<file path="src/vfc_pkg.sv">
// ----------------------------------------------------------------------------
// vfc_pkg: shared types and constants
// Field widths, item kinds and controller/datapath command types.
// ----------------------------------------------------------------------------
package vfc_pkg;

	localparam int DataW = 32;
	localparam int IdxW = 4;
	localparam int RadW = 31;
	localparam int PlaneSlots = 6;
	localparam int DefNumPlanes = 6;

	typedef enum logic [1:0] {
		KIND_LOAD = 2'd0,
		KIND_SPHERE = 2'd1,
		KIND_POINT = 2'd2,
		KIND_NONE = 2'd3
	} kind_t;

	typedef enum logic [3:0] {
		OP_IDLE,
		OP_LOAD,
		OP_RAW,
		OP_SQ,
		OP_SQRT,
		OP_DIV,
		OP_TEST_CLR,
		OP_TEST_MUL,
		OP_TEST_CMP
	} op_t;

	typedef struct packed {
		op_t op;
		logic [2:0] plane;
		logic [1:0] coef;
	} cmd_t;

	typedef struct packed {
		logic sqrt_done;
		logic div_done;
		logic reject;
	} stat_t;

endpackage

</file>
<file path="src/vfc_ctrl.sv">
// ----------------------------------------------------------------------------
// vfc_ctrl: sequencer
// Steps the datapath through loads, plane rebuilds and plane tests.
// ----------------------------------------------------------------------------
module vfc_ctrl #(
	parameter int NumPlanes = vfc_pkg::DefNumPlanes
) (
	input  logic clk,
	input  logic arst_n,
	input  logic in_valid,
	output logic in_ready,
	input  logic [1:0] in_kind,
	input  logic [3:0] in_idx,
	output logic out_valid,
	input  logic out_ready,
	output logic out_inside,
	output logic cap,
	output vfc_pkg::cmd_t cmd,
	input  vfc_pkg::stat_t stat
);
	import vfc_pkg::*;

	typedef enum logic [3:0] {
		S_IDLE, S_RAW, S_SQ, S_SQRT, S_DIV, S_CLR, S_MUL, S_CMP, S_CHK, S_OUT
	} state_t;

	state_t state_q;
	logic [2:0] plane_q;
	logic [1:0] coef_q;
	logic inside_q;

	assign in_ready = (state_q == S_IDLE) || (state_q == S_OUT && out_ready);
	assign out_valid = state_q == S_OUT;
	assign out_inside = inside_q;
	assign cap = in_valid && in_ready;

	always_comb begin
		cmd.plane = plane_q;
		cmd.coef = coef_q;
		unique case (state_q)
			S_RAW: cmd.op = OP_RAW;
			S_SQ: cmd.op = OP_SQ;
			S_SQRT: cmd.op = OP_SQRT;
			S_DIV: cmd.op = OP_DIV;
			S_CLR: cmd.op = OP_TEST_CLR;
			S_MUL: cmd.op = OP_TEST_MUL;
			S_CMP: cmd.op = OP_TEST_CMP;
			default: cmd.op = (cap && kind_t'(in_kind) == KIND_LOAD) ? OP_LOAD : OP_IDLE;
		endcase
		if (cmd.op == OP_LOAD) cmd.coef = in_idx[1:0];
	end

	always_ff @(posedge clk or negedge arst_n) begin
		if (!arst_n) begin
			state_q <= S_IDLE;
			plane_q <= '0;
			coef_q <= '0;
			inside_q <= 1'b0;
		end else begin
			unique case (state_q)
				S_IDLE, S_OUT: begin
					if (state_q == S_OUT && out_ready) state_q <= S_IDLE;
					if (cap) begin
						plane_q <= '0;
						coef_q <= '0;
						inside_q <= 1'b1;
						case (kind_t'(in_kind))
							KIND_LOAD: if (in_idx == 4'd15) state_q <= S_RAW;
							KIND_SPHERE, KIND_POINT: state_q <= S_CLR;
							default: ;
						endcase
					end
				end
				S_RAW: begin
					coef_q <= coef_q + 2'd1;
					if (coef_q == 2'd3) state_q <= S_SQ;
				end
				S_SQ: begin
					coef_q <= coef_q + 2'd1;
					if (coef_q == 2'd2) begin
						coef_q <= '0;
						state_q <= S_SQRT;
					end
				end
				S_SQRT: if (stat.sqrt_done) state_q <= S_DIV;
				S_DIV: if (stat.div_done) begin
					coef_q <= coef_q + 2'd1;
					if (coef_q == 2'd3) begin
						if (plane_q == 3'(PlaneSlots - 1)) state_q <= S_IDLE;
						else begin
							plane_q <= plane_q + 3'd1;
							state_q <= S_RAW;
						end
					end
				end
				S_CLR: state_q <= S_MUL;
				S_MUL: begin
					coef_q <= coef_q + 2'd1;
					if (coef_q == 2'd3) state_q <= S_CMP;
				end
				S_CMP: state_q <= S_CHK;
				S_CHK: begin
					coef_q <= '0;
					if (stat.reject) begin
						inside_q <= 1'b0;
						state_q <= S_OUT;
					end else if (plane_q == 3'(NumPlanes - 1)) state_q <= S_OUT;
					else begin
						plane_q <= plane_q + 3'd1;
						state_q <= S_CLR;
					end
				end
				default: state_q <= S_IDLE;
			endcase
		end
	end
endmodule

</file>
<file path="config.mk">
export PLATFORM = sky130hd
export DESIGN_NAME = vfc_ctrl
export DESIGN_NICKNAME = d
export VERILOG_FILES = /design/src/vfc_pkg.sv /design/src/vfc_ctrl.sv
export SDC_FILE = /design/constraint.sdc
export NUM_CORES = 1
export LEC_CHECK = 0
export BUFFER_PORTS_ARGS = -buffer_cell sky130_fd_sc_hd__buf_2
export CAP_MARGIN = 15
export CORE_ASPECT_RATIO = 0.6
export CORE_UTILIZATION = 40
export CTS_BUF_LIST = sky130_fd_sc_hd__clkbuf_8
export DETAILED_ROUTE_END_ITERATION = 6
export HOLD_SLACK_MARGIN = 0.15
export PLACE_DENSITY_LB_ADDON = 0.15
export SLEW_MARGIN = 25
export SYNTH_ARGS = -nofsm -noshare
export SYNTH_HDL_FRONTEND = slang
export SYNTH_SLANG_ARGS = --single-unit
</file>
<file path="constraint.sdc">
create_clock -name clk -period 1.55 [get_ports clk]
set_input_delay 0.155 -clock clk [delete_from_list [all_inputs] [get_ports clk]]
set_output_delay 0.155 -clock clk [all_outputs]
set_load 0.03 [all_outputs]
</file>
* After elaboration in Yosys (flattened, before gate mapping)
Index checks and enable logic that the tools add are counted.
** Operators by class
- Equality and inequality tests :: 25
- Mux-type cells :: 30
- Reductions and logical operators :: 16
- Add/sub/neg operators :: 2
** Operators with widths (count)
- $mux W4 :: 11
- $pmux W4 S9 :: 1
- $pmux W4 S7 :: 1
- $ne A2 B2 Y1 const B :: 9
- $eq A4 B3 Y1 const B :: 4
- $mux W3 :: 5
- $eq A4 B4 Y1 const B :: 3
- $pmux W2 S5 :: 1
- $pmux W3 S3 :: 1
- $eq A4 B1 Y1 const B :: 2
- $eq A4 B2 Y1 const B :: 2
- $mux W2 :: 4
- $pmux W4 S2 :: 1
- $eq A2 B2 Y1 const B :: 3
- $reduce_and A3 Y1 :: 2
- $reduce_and A6 Y1 :: 1
- $reduce_or A2 Y1 :: 3
- $reduce_and A5 Y1 :: 1
- $reduce_bool A5 Y1 :: 1
- $logic_not A4 Y1 :: 1
- $mux W1 :: 4
- $add A3 B1 Y3 const B :: 1
- $eq A3 B3 Y1 const B :: 1
- $logic_and A1 B1 Y1 :: 3
- 7 further kinds :: 7
** Word-level totals
- Bits of input ports :: 13
- Output and inout port bits :: 13
- Register bits after elaboration :: 10

* Longest topological paths before layout
Gate-level depths: netlist of the first run.
- Depth in word-level cells :: 9
- Depth in mapped cells :: 6
- Depth with buffers taken out :: 6

* Worst setup path after synthesis of the first run
No wires, ideal clock.
- Path kind :: register to output
- Start point :: register state_q[2]
- End point :: output port cmd[5] (netlist bit)
- Data required time :: 1395 ps
- Slack :: -402 ps
- Buffers on the path :: 1
- Arrival :: 1797 ps
- Stages on the path, launching flop included :: 7
- Cell sequence :: dfrtp_1 > buf_6 > nor2_1 > o211ai_1 > inv_1 > nand2_1 > a21oi_1
** RTL lines
- start: declaration :: RTL line vfc_ctrl.sv:27 : state_t state_q;
- start signal: assignment :: RTL line vfc_ctrl.sv:55 : state_q <= S_IDLE;
- start signal: assignment :: RTL line vfc_ctrl.sv:62 : if (state_q == S_OUT && out_ready) state_q <= S_IDLE;
- start signal: assignment :: RTL line vfc_ctrl.sv:68 : KIND_LOAD: if (in_idx == 4'd15) state_q <= S_RAW;
- end: declaration :: RTL line vfc_ctrl.sv:18 : output vfc_pkg::cmd_t cmd,

==> results.cfg, run 1 <==
[worst_setup_path]
endpoint_kind = output pin
startpoint_type = flop
cp.required_ns = 1.39
cp_max_fo = 5
cp_slowest_stage_delay_ns = 0.45
cp.arrival_ns = 1.67
crit_chain = and3_1 -> o211ai_1 -> inv_2 -> nand2_4 -> mux2_4 -> buf_6
critPathTopFamily = flip-flops
crit_type = flop to output pin
worst-path-buf-inv = 2
critPathSlowestCell = dfrtp_2

[layout]
layout.cells.non_filler = 223
drive_gt1_frac = 0.602
syn_to_final_growth_pct = 75.5
antenna_cells = 0
fin_util = 0.745
final_nets = 213

[sta]
max_freq_ghz = 0.547
fin_crit_sh = 1.18
clock_skew_ns = 0.00625
setup_ws_ns = -0.279
report.final.slew_viol_count = 0
maxSlewHeadroom = 0.716
rsz0062_at_grt = true
hold_violations = 0
hold_ws_ns = 0.265
period_needed_ns = 1.83
worstMarginPinSlew_ns = 0.420
setup_viol = 15

[pwr]
power_density_nw_per_um2 = 2160
irDropWorstVdd_v = 0.00129
p_leak_uw = 0.000886
finalPower_uw = 4040

[drt]
routed_wl_um = 3850
dr.pass1.iters = 4
vias_per_cell = 5.57
ant_nets = 0
drt_iter0_markers = 112
vias = 1241
route.detailed.drc = 0
wire_per_inst_um = 17.3

[global_routing]
antenna_found_initial = 0
grt_pass1_wl_um = 5660
track_usage = 0.272
grt_pass1_vias = 1172
grt_max_degree = 14
overflow = 0

[floorplan]
io_pins = 26
die_h_um = 41.9
initial_core_util = 0.425
die_w_um = 68.6
coreArea_um2 = 2500
fp-row-count = 14
die-area_um2 = 2880

[synthesis]
synth_area_per_cell_um2 = 8.72
synth_edf_count = 0
ys_ff_latch = 10
synthTopCellsByArea = dfrtp_1 (24%), ha_1 (9.4%), mux2_1 (5.3%)
yosysWarnings = 0
netlist_instances = 122
ys_types = 52
syn-num-nets = 143
ys_seq_area_frac = 0.235
synth_top_cell_by_area = dfrtp_1
synth_ff_type = dfrtp_1
yosysTopAreaCellShare = 0.235
async_flop_share = 1.00
syn-cell-area_um2 = 1060

[cts]
numCtsBuffers = 3
htreeDepth = 1
cts_root_buf = clkbuf_8
cts_sinks = 10
clk_pin_slew_worst_paths_ns = 0.06
cts.path.max_buffers = 2
cts_tree = done
clock_latency_ns = 0.24

[status]
status = complete, but fails checks
violations = negative setup slack

[place]
gp_congestion = 0.867
hpwl_um = 2430
io_buffers = 25
pre_cts_ws_ns = -0.306
dp_cells = 204

[flow_run]
cap_violations = 0

[hold_path]
worstHoldPathType = input pin to flop
==> state kept, by name (all words and copies together) (netlist names) <==
register,flops
state_q,4
out_inside,1
plane_q,3
coef_q,2
==> layer usage <==
layer | vias to the layer above | global-route usage | share of wire
li1 | 579 | - | -
met2 | 60 | 0.404 | 0.47
met5 | - | 0 | 0
met4 | 0 | 0.0750 | 0.020
met1 | 594 | 0.392 | 0.43
met3 | 8 | 0.0577 | 0.078
==> timing repair <==
item	CTS	global route
buffers inserted	11	6
setup endpoints to repair	17	18
resized for setup	25	30
pin swaps	6	11
endpoints found under the hold margin	10	0
hold buffers	1	0
gates cloned	0	0
==> final cells by class <==
cell class	instances	area (µm²)
Fill cell	174	638
Tap cell	32	40.0
Sequential cell	10	258
Inverter	7	26.3
Clock buffer	4	55.1
Multi-Input combinational cell	98	931
Timing Repair Buffer	72	557
==> per-stage QoR <==
step           TNS, ns  cell area, µm²
2_1_floorplan   -0.606            1130
3_3_place_gp     -2.19            1480
4_1_cts          -3.34            1720
3_5_place_dp     -2.68            1480
5_1_grt          -3.93            1870
6_report         -3.10            1870
==> final timing paths <==
path / slack, ns / start / end / cells after the start
max in group asynchronous: 0.96 / arst_n / state_q[0] / 2
worst max register to register: -0.27 / state_q[0] / plane_q[0] / 5
min in group asynchronous: 0.35 / arst_n / coef_q[0] / 2
worst max-delay path: -0.28 / state_q[3] / cmd[0] / 6
worst min-delay path: 0.26 / stat[0] / out_inside / 4
worst min register to register: 0.55 / out_inside / out_inside / 2
==> logic make-up after synthesis <==
| group | count (synthesis) | synth area share |
|---|---|---|
| AOI/OAI and AO/OA | 30 | 0.225 |
| xor gates and xnor gates | 3 | 0.0247 |
| adders and majority gates | 8 | 0.0941 |
| buffers and inverters | 14 | 0.0623 |
| DFF | 10 | 0.235 |
| muxes | 10 | 0.115 |
| and+or+nand+nor | 47 | 0.244 |
==> Yosys cell counts (2+ instances only) <==
cell	number
a21oi_2	2
o221ai_1	2
xnor2_1	2
nand2_1	13
inv_1	7
nand2b_1	3
mux2_1	5
dfrtp_1	10
nand3b_1	2
ha_1	8
nand3_1	2
nor2b_1	3
mux2_4	3
o211ai_1	3
nor2_1	9
buf_2	5
a21oi_1	4
o21ai_0	2
or3b_1	2
a211o_1	3
==> placed cells by master, fill, tap and decap left out, drive strengths merged, types with 2 or more instances in the layout <==
cell type  instances
o211ai             3
xnor2              2
inv                7
a21oi              6
nand3              2
or2                2
mux2               9
nand3b             2
nor2b              3
a211o              3
buf               71
clkbuf             4
dfrtp             10
nand2             13
o221ai             3
nand2b             3
o21ai              3
nor2               9
ha                 8
or3b               2
==> power by group <==
part           internal (µW)  switching (µW)  total [µW]
clock                    225             123         347
sequential               367             116         482
combinational           1680            1530        3210
total                   2270            1760        4040
==> worst register-to-register path, stage by stage, from the launching register on <==
cell      delay, ns
dfrtp_2        0.43
buf_6          0.15
buf_4          0.14
or4_4          0.55
o221ai_4       0.11
mux2_4         0.32
Note: power is estimated with default switching activity, not from simulation.
==> run 2, diff against run 1 <==
- CELL_PAD_IN_SITES_DETAIL_PLACEMENT: default -> 1
- CELL_PAD_IN_SITES_GLOBAL_PLACEMENT: default -> 1
- CORE_MARGIN: default -> 3
- CORE_UTILIZATION: 40 -> 37
==> run 2 against run 1 <==
Synthesized area is the same. The flow now stops in global routing (5_1_grt). Synthesized cell count is the same.
==> results.cfg, run 2 <==
[synthesis]
synth_area_per_cell_um2 = 8.72
ys_top_cells_by_count = nand2_1 (13), dfrtp_1 (10), nor2_1 (9), ha_1 (8), inv_1 (7)
ys_seq_area_frac = 0.235
synth_top_family_by_area = simple AND/OR/NAND/NOR gates
synthTopCellsByArea = dfrtp_1 (24%), ha_1 (9.4%), mux2_1 (5.3%)
async_flop_share = 1.00
yosysTopAreaCellShare = 0.235
ys_ff_latch = 10
synth_xor_xnor_area_share = 0.0247
synth_compound_area_frac = 0.225
syn-num-nets = 143
synthMuxAreaShare = 0.115
synthSimpleGateAreaFrac = 0.244
netlist_instances = 122
yosysMostFrequentCell = nand2_1
synth_ff_type = dfrtp_1
synthAdderAreaFrac = 0.0941
synth_edf_count = 0
ys_types = 52
synth_top_cell_by_area = dfrtp_1
syn-cell-area_um2 = 1060
yosysWarnings = 0

[cts]
numCtsBuffers = 3
cts_sinks = 10
cts_root_buf = clkbuf_8
cts.path.max_buffers = 2
htreeDepth = 1

[status]
status = aborted with a tool error
error = [ERROR DPL-0033] detailed placement checks failed during check placement.
lastStage = global routing (5_1_grt)

[floorplan]
die_w_um = 75.2
initial_core_util = 0.407
die_h_um = 47.5
fp-row-count = 14
io_pins = 26

[sta]
worst-ep-kind = primary output
grt-worst-endpoint = cmd[1]

[place]
dp_cells = 212
io_buffers = 25
gp_congestion = 0.797
hpwl_um = 3070

[global_routing]
antenna_found_initial = 0
grt_max_degree = 11
run 2: cell counts after synthesis:
No cell type changed its count.
run 2: per-stage QoR:
step            util  cell area (µm²)  hold slack [ns]  setup WS (ns)  setup TNS, ns
2_1_floorplan      -             1130           -0.141        -0.0877         -0.606
3_3_place_gp   0.588             1540           0.0327         -0.249          -2.21
3_5_place_dp   0.588             1540           0.0361         -0.370          -3.09
4_1_cts        0.727             1900            0.278         -0.347          -3.35
run 2: cells by family after synthesis:
| group | after synthesis |
|---|---|
| flops | 10 |
| simple gates | 47 |
| mux | 10 |
| xor+xnor | 3 |
| buf+inv | 14 |
| fa+ha+maj | 8 |
| compound gates | 30 |
run 2: timing repair:
item | 4_1_cts
hold buffers | 1
setup endpoints to repair | 17
pin swaps | 8
resized for setup | 43
setup buffers | 17
hold endpoints to repair | 10
==> run 3, diff against run 2 <==
- CELL_PAD_IN_SITES_DETAIL_PLACEMENT: 1 -> default
- CELL_PAD_IN_SITES_GLOBAL_PLACEMENT: 1 -> default
- CORE_ASPECT_RATIO: 0.6 -> default
- CORE_UTILIZATION: 37 -> 25
- CTS_BUF_LIST: sky130_fd_sc_hd__clkbuf_8 -> default
- HOLD_SLACK_MARGIN: 0.15 -> default
- clock period: 1.55 -> 2 ns (I/O delays scaled with it)
==> run 3 against run 2 <==
The flow now finishes without violations.
==> results.cfg, run 3 (synthesized netlist as in run 1, its figures left out) <==
[layout]
antenna_cells = 0
n_fill_cell = 428
mostFrequentLayoutCell = buf_2
regArea_um2 = 255
largest_register = state_q
final_nets = 186
final_cell_mix = buf_2 (24), buf_4 (19), nand2_1 (12)
multi_input_area_um2 = 749
drive_gt1_frac = 0.374
largest_reg_flops = 4
reg_top3 = state_q (4), plane_q (3), coef_q (2)
syn_to_final_growth_pct = 33.4

[drt]
routed_wl_um = 2980
vias_per_cell = 4.96
ant_nets = 0
drt_iter0_markers = 49
vias = 1057
route.detailed.drc = 0
dr.pass1.iters = 4
wire_per_inst_um = 14.0

[pwr]
clkPwrFrac = 0.098
p_sw_frac = 0.476
switching_power_uw = 1020
p_leak_uw = 0.000679
p_int_uw = 1120
power_density_nw_per_um2 = 1510
irDropWorstVdd_v = 0.000436
power_frac_comb = 0.714
seq_power_share = 0.189

[sta]
worstMarginPinSlew_ns = 0.364
setup_viol = 0
fin_crit_sh = 0.977
report.final.slew_viol_count = 0
max_freq_ghz = 0.512
hold_ws_ns = 0.301
fin_tns_setup_ns = 0
clock_skew_ns = 0.00520
hold_violations = 0
period_needed_ns = 1.95
maxSlewHeadroom = 0.754

[cts]
cts.path.max_buffers = 2
clk_pin_slew_worst_paths_ns = 0.04
cts_tree = done
clock_latency_ns = 0.24
htreeDepth = 1
numCtsBuffers = 3
cts_sinks = 10
cts_root_buf = clkbuf_8

[floorplan]
initial_core_util = 0.262
die_h_um = 71.2
fp-row-count = 23
die-area_um2 = 5070
coreArea_um2 = 4060
die_w_um = 71.2
io_pins = 26

[worst_setup_path]
cp_slowest_stage_delay_ns = 0.45
endpoint = cmd[1]
endpoint_kind = output pin
cp.arrival_ns = 1.75
critPathSlowestCell = dfrtp_2
crit_type = flop to output pin
r2r_setup_slack_ns = 0.12
reg2reg_from = state_q[0]
crit_start = state_q[3]
startpoint_type = flop
cp.required_ns = 1.80
cp_max_fo = 8
rr_endpoint = state_q[1]
crit_chain = and3_1 -> o211ai_1 -> inv_1 -> nand2_2 -> mux2_1 -> buf_2
worstRegToRegCells = 5

[global_routing]
grt_pass1_wl_um = 4670
grt_pass1_vias = 994
grt_max_degree = 17
overflow = 0
antenna_found_initial = 0
track_usage = 0.119

[place]
hpwl_um = 2320
io_buffers = 25
gp_congestion = 0.784

[status]
status = finished clean

[hold_path]
worstHoldPathType = input pin to flop

[flow_run]
cap_violations = 0
-- run 3: cell type report --
type | instances | share of cell area
multi-input cells | 98 | 0.528
repair buffers | 45 | 0.200
flip-flops and latches | 10 | 0.180
well taps | 50 | 0.0441
clock buffers | 3 | 0.0291
inverters | 7 | 0.0185
-- run 3: per-stage QoR --
stage                     power (µW)  instances  worst slack, ns   util  instance area, µm²
after floorplan                 1430        122          0.00327      -                1060
after global placement          1820        202            0.114  0.321                1300
after detailed placement        1850        202           0.0866  0.321                1300
after CTS                       2090        207          0.00830  0.336                1360
after global routing            2330        213        -0.000676  0.350                1420
final                           2140        213           0.0456  0.350                1420
-- run 3: worst min-delay path by stage --
stage / slack (ns) / endpoint / cells past startpoint / startpoint
3_3_place_gp: 0.09 / state_q[2] / 1 / arst_n
4_1_cts: 0.30 / out_inside / 4 / stat[0]
5_1_grt: 0.31 / out_inside / 4 / stat[0]
3_5_place_dp: 0.08 / state_q[1] / 1 / arst_n
2_1_floorplan: -0.1 / coef_q[0] / 0 / arst_n
6_report: 0.30 / out_inside / 4 / stat[0]
-- run 3: routing by layer --
metal	up-vias	wire, µm	GRT usage	part of all wire
li1	534	-	-	-
met1	492	1450	0.171	0.49
met2	27	1330	0.168	0.45
met3	4	138	0.0224	0.046
met4	0	52	0.0626	0.017
met5	-	0	0	0
-- run 3: critical path: cells and delay by family (launching register included) --
| family | cells | cell delay, ns |
|---|---|---|
| flops | 1 | 0.45 |
| mux | 1 | 0.31 |
| buf+inv | 2 | 0.29 |
| simple gates | 2 | 0.25 |
| compound gates | 1 | 0.21 |
-- run 3: timing repair --
action | in CTS | in global routing
pin swaps | 0 | 2
buffers inserted | 1 | 6
resized for setup | 3 | 5
setup endpoints to repair | 2 | 5
hold endpoints to repair | 10 | 0
hold buffers | 1 | 0
gates cloned | 0 | 0
-- run 3: power by group through the flow --
stage | combinational [µW] | sequential [µW] | clock, µW
6_report | 1530 | 405 | 209
3_3_place_gp | 1390 | 429 | 0
5_1_grt | 1680 | 423 | 228
3_5_place_dp | 1410 | 435 | 0
4_1_cts | 1460 | 417 | 215
2_1_floorplan | 1050 | 381 | 0
==> run 4, diff against run 3 <==
- REMOVE_ABC_BUFFERS: default -> 1
- clock period: 2 -> 2.3 ns (I/O delays scaled with it)
==> run 4 against run 3 <==
Clock power fell by 11%. Critical endpoint unchanged. Die area did not move. Sequential power fell by 9.1%. Clock skew fell by 0.0011 ns. Highest routed layer unchanged. First-iteration DRC count fell by 63%. Combinational power fell by 24%.
==> results.cfg, run 4 (synthesized netlist as in run 1, its figures left out) <==
[sta]
period_needed_ns = 2.05
fin_tns_setup_ns = 0
rsz0062_at_grt = false
worstMarginPinSlew_ns = 0.477
maxSlewHeadroom = 0.677
fin_crit_sh = 0.893
setup_ws_ns = 0.247
clock_skew_ns = 0.00408
max_freq_ghz = 0.487
hold_violations = 0
setup_viol = 0
report.final.slew_viol_count = 0

[worst_setup_path]
endpoint_kind = output pin
crit_type = flop to output pin
cp.required_ns = 2.07
rr_endpoint = coef_q[0]
cp.arrival_ns = 1.82
reg2reg_from = state_q[3]
crit_chain = nor2_2 -> o211ai_1 -> inv_1 -> nand2_1 -> mux2_1 -> buf_2
critPathTopFamily = flip-flops
r2r_setup_slack_ns = 0.39
worstRegToRegCells = 5
critPathSlowestCell = dfrtp_2
cp_num_cells = 6
cp_slowest_stage_delay_ns = 0.51
worst-path-buf-inv = 2
endpoint = cmd[1]
startpoint_type = flop
crit_start = state_q[2]
cp_max_fo = 16

[place]
placed_cell_area_um2 = 1230
gp_congestion = 0.792
io_buffers = 25
pre_cts_ws_ns = 0.278
hpwl_um = 2150

[drt]
drt_iter0_markers = 18
route.detailed.drc = 0
wire_per_inst_um = 13.5
dr.pass1.iters = 4
vias_per_cell = 4.93
vias = 1000
ant_nets = 0
routed_wl_um = 2750

[floorplan]
coreArea_um2 = 4060
die-area_um2 = 5070
die_w_um = 71.2
fp-row-count = 23
io_pins = 26
initial_core_util = 0.262
die_h_um = 71.2

[layout]
final_nets = 176
mostFrequentLayoutCell = buf_2
largest_register = state_q
final_cell_mix = buf_2 (25), nand2_1 (13), buf_4 (9)
antenna_cells = 0
fin_area_um2 = 1340
syn_to_final_growth_pct = 25.8
reg_top3 = state_q (4), plane_q (3), coef_q (2)
n_fill_cell = 422
largest_reg_flops = 4
drive_gt1_frac = 0.333
fin_util = 0.330

[cts]
cts_root_buf = clkbuf_8
cts_sinks = 10
numCtsBuffers = 3
htreeDepth = 1
clk_pin_slew_worst_paths_ns = 0.05
cts_tree = done
cts.path.max_buffers = 2
clock_latency_ns = 0.24

[global_routing]
grt_pass1_vias = 1077
met3_usage = 0.0337
antenna_found_initial = 0
grt_max_degree = 20
busiest_layer = met2
gr-usage-met1 = 0.149
overflow = 0
track_usage = 0.121
grt_pass1_wl_um = 5010
use_met2 = 0.216

[pwr]
irDropWorstVdd_v = 0.000400
power_density_nw_per_um2 = 1290
finalPower_uw = 1720
p_leak_uw = 0.000626

[hold_path]
worstHoldPathType = input pin to flop

[flow_run]
cap_violations = 0

[status]
status = finished clean
==> run 4: cell types whose count changed in the layout (fill, tap and decap cells not counted) <==
cell | previous run | this run
nand2_2 | 1 | 0
buf_6 | 1 | 0
nor2_2 | 0 | 1
buf_2 | 24 | 25
nor2_1 | 9 | 8
buf_4 | 19 | 9
nand2_1 | 12 | 13
==> run 4: repair_timing <==
item                                    CTS  global route
endpoints found under the setup margin    0             3
setup buffers                             0             6
resized for setup                         0             5
hold buffers                              1             0
hold endpoints to repair                 10             0
==> run 4: power breakdown <==
group | internal, µW | switching [µW] | total [µW]
combinational | 517 | 650 | 1170
clock | 115 | 70.0 | 185
sequential | 245 | 124 | 368
total | 876 | 844 | 1720
==> run 4: layer usage <==
layer | vias up | share of wire
li1 | 509 | -
met4 | 0 | 0.0022
met3 | 2 | 0.038
met1 | 472 | 0.44
met5 | - | 0
met2 | 17 | 0.52
==> run 4: tightest hold or removal path, stage by stage <==
cell,delay [ns]
buf_2,0.11
nand2_1,0.06
o41ai_1,0.06
nand2_1,0.05
==> run 4: worst min-delay path by stage <==
stage                     depth (start not counted)  slack (ns)    start          to
after floorplan                                   0       -0.07   arst_n   coef_q[0]
after global placement                            1        0.12   arst_n  plane_q[0]
after detailed placement                          1        0.12   arst_n  plane_q[1]
after CTS                                         4        0.31  stat[0]  out_inside
after global routing                              4        0.36  stat[0]  out_inside
final                                             4        0.32  stat[0]  out_inside
==> run 4: final cells by class <==
type,count,area [µm²],area share
tap,50,62.6,0.0468
sequential,10,255,0.191
inverter,7,26.3,0.0196
clock buffer,3,41.3,0.0309
timing repair buffer,35,203,0.152
multi-input combinational,98,749,0.560
==> run 4: stage by stage <==
stage / hold slack (ns) / instances
2_1_floorplan: -0.0656 / 115
3_3_place_gp: 0.118 / 193
3_5_place_dp: 0.124 / 193
4_1_cts: 0.315 / 197
5_1_grt: 0.356 / 203
6_report: 0.316 / 203
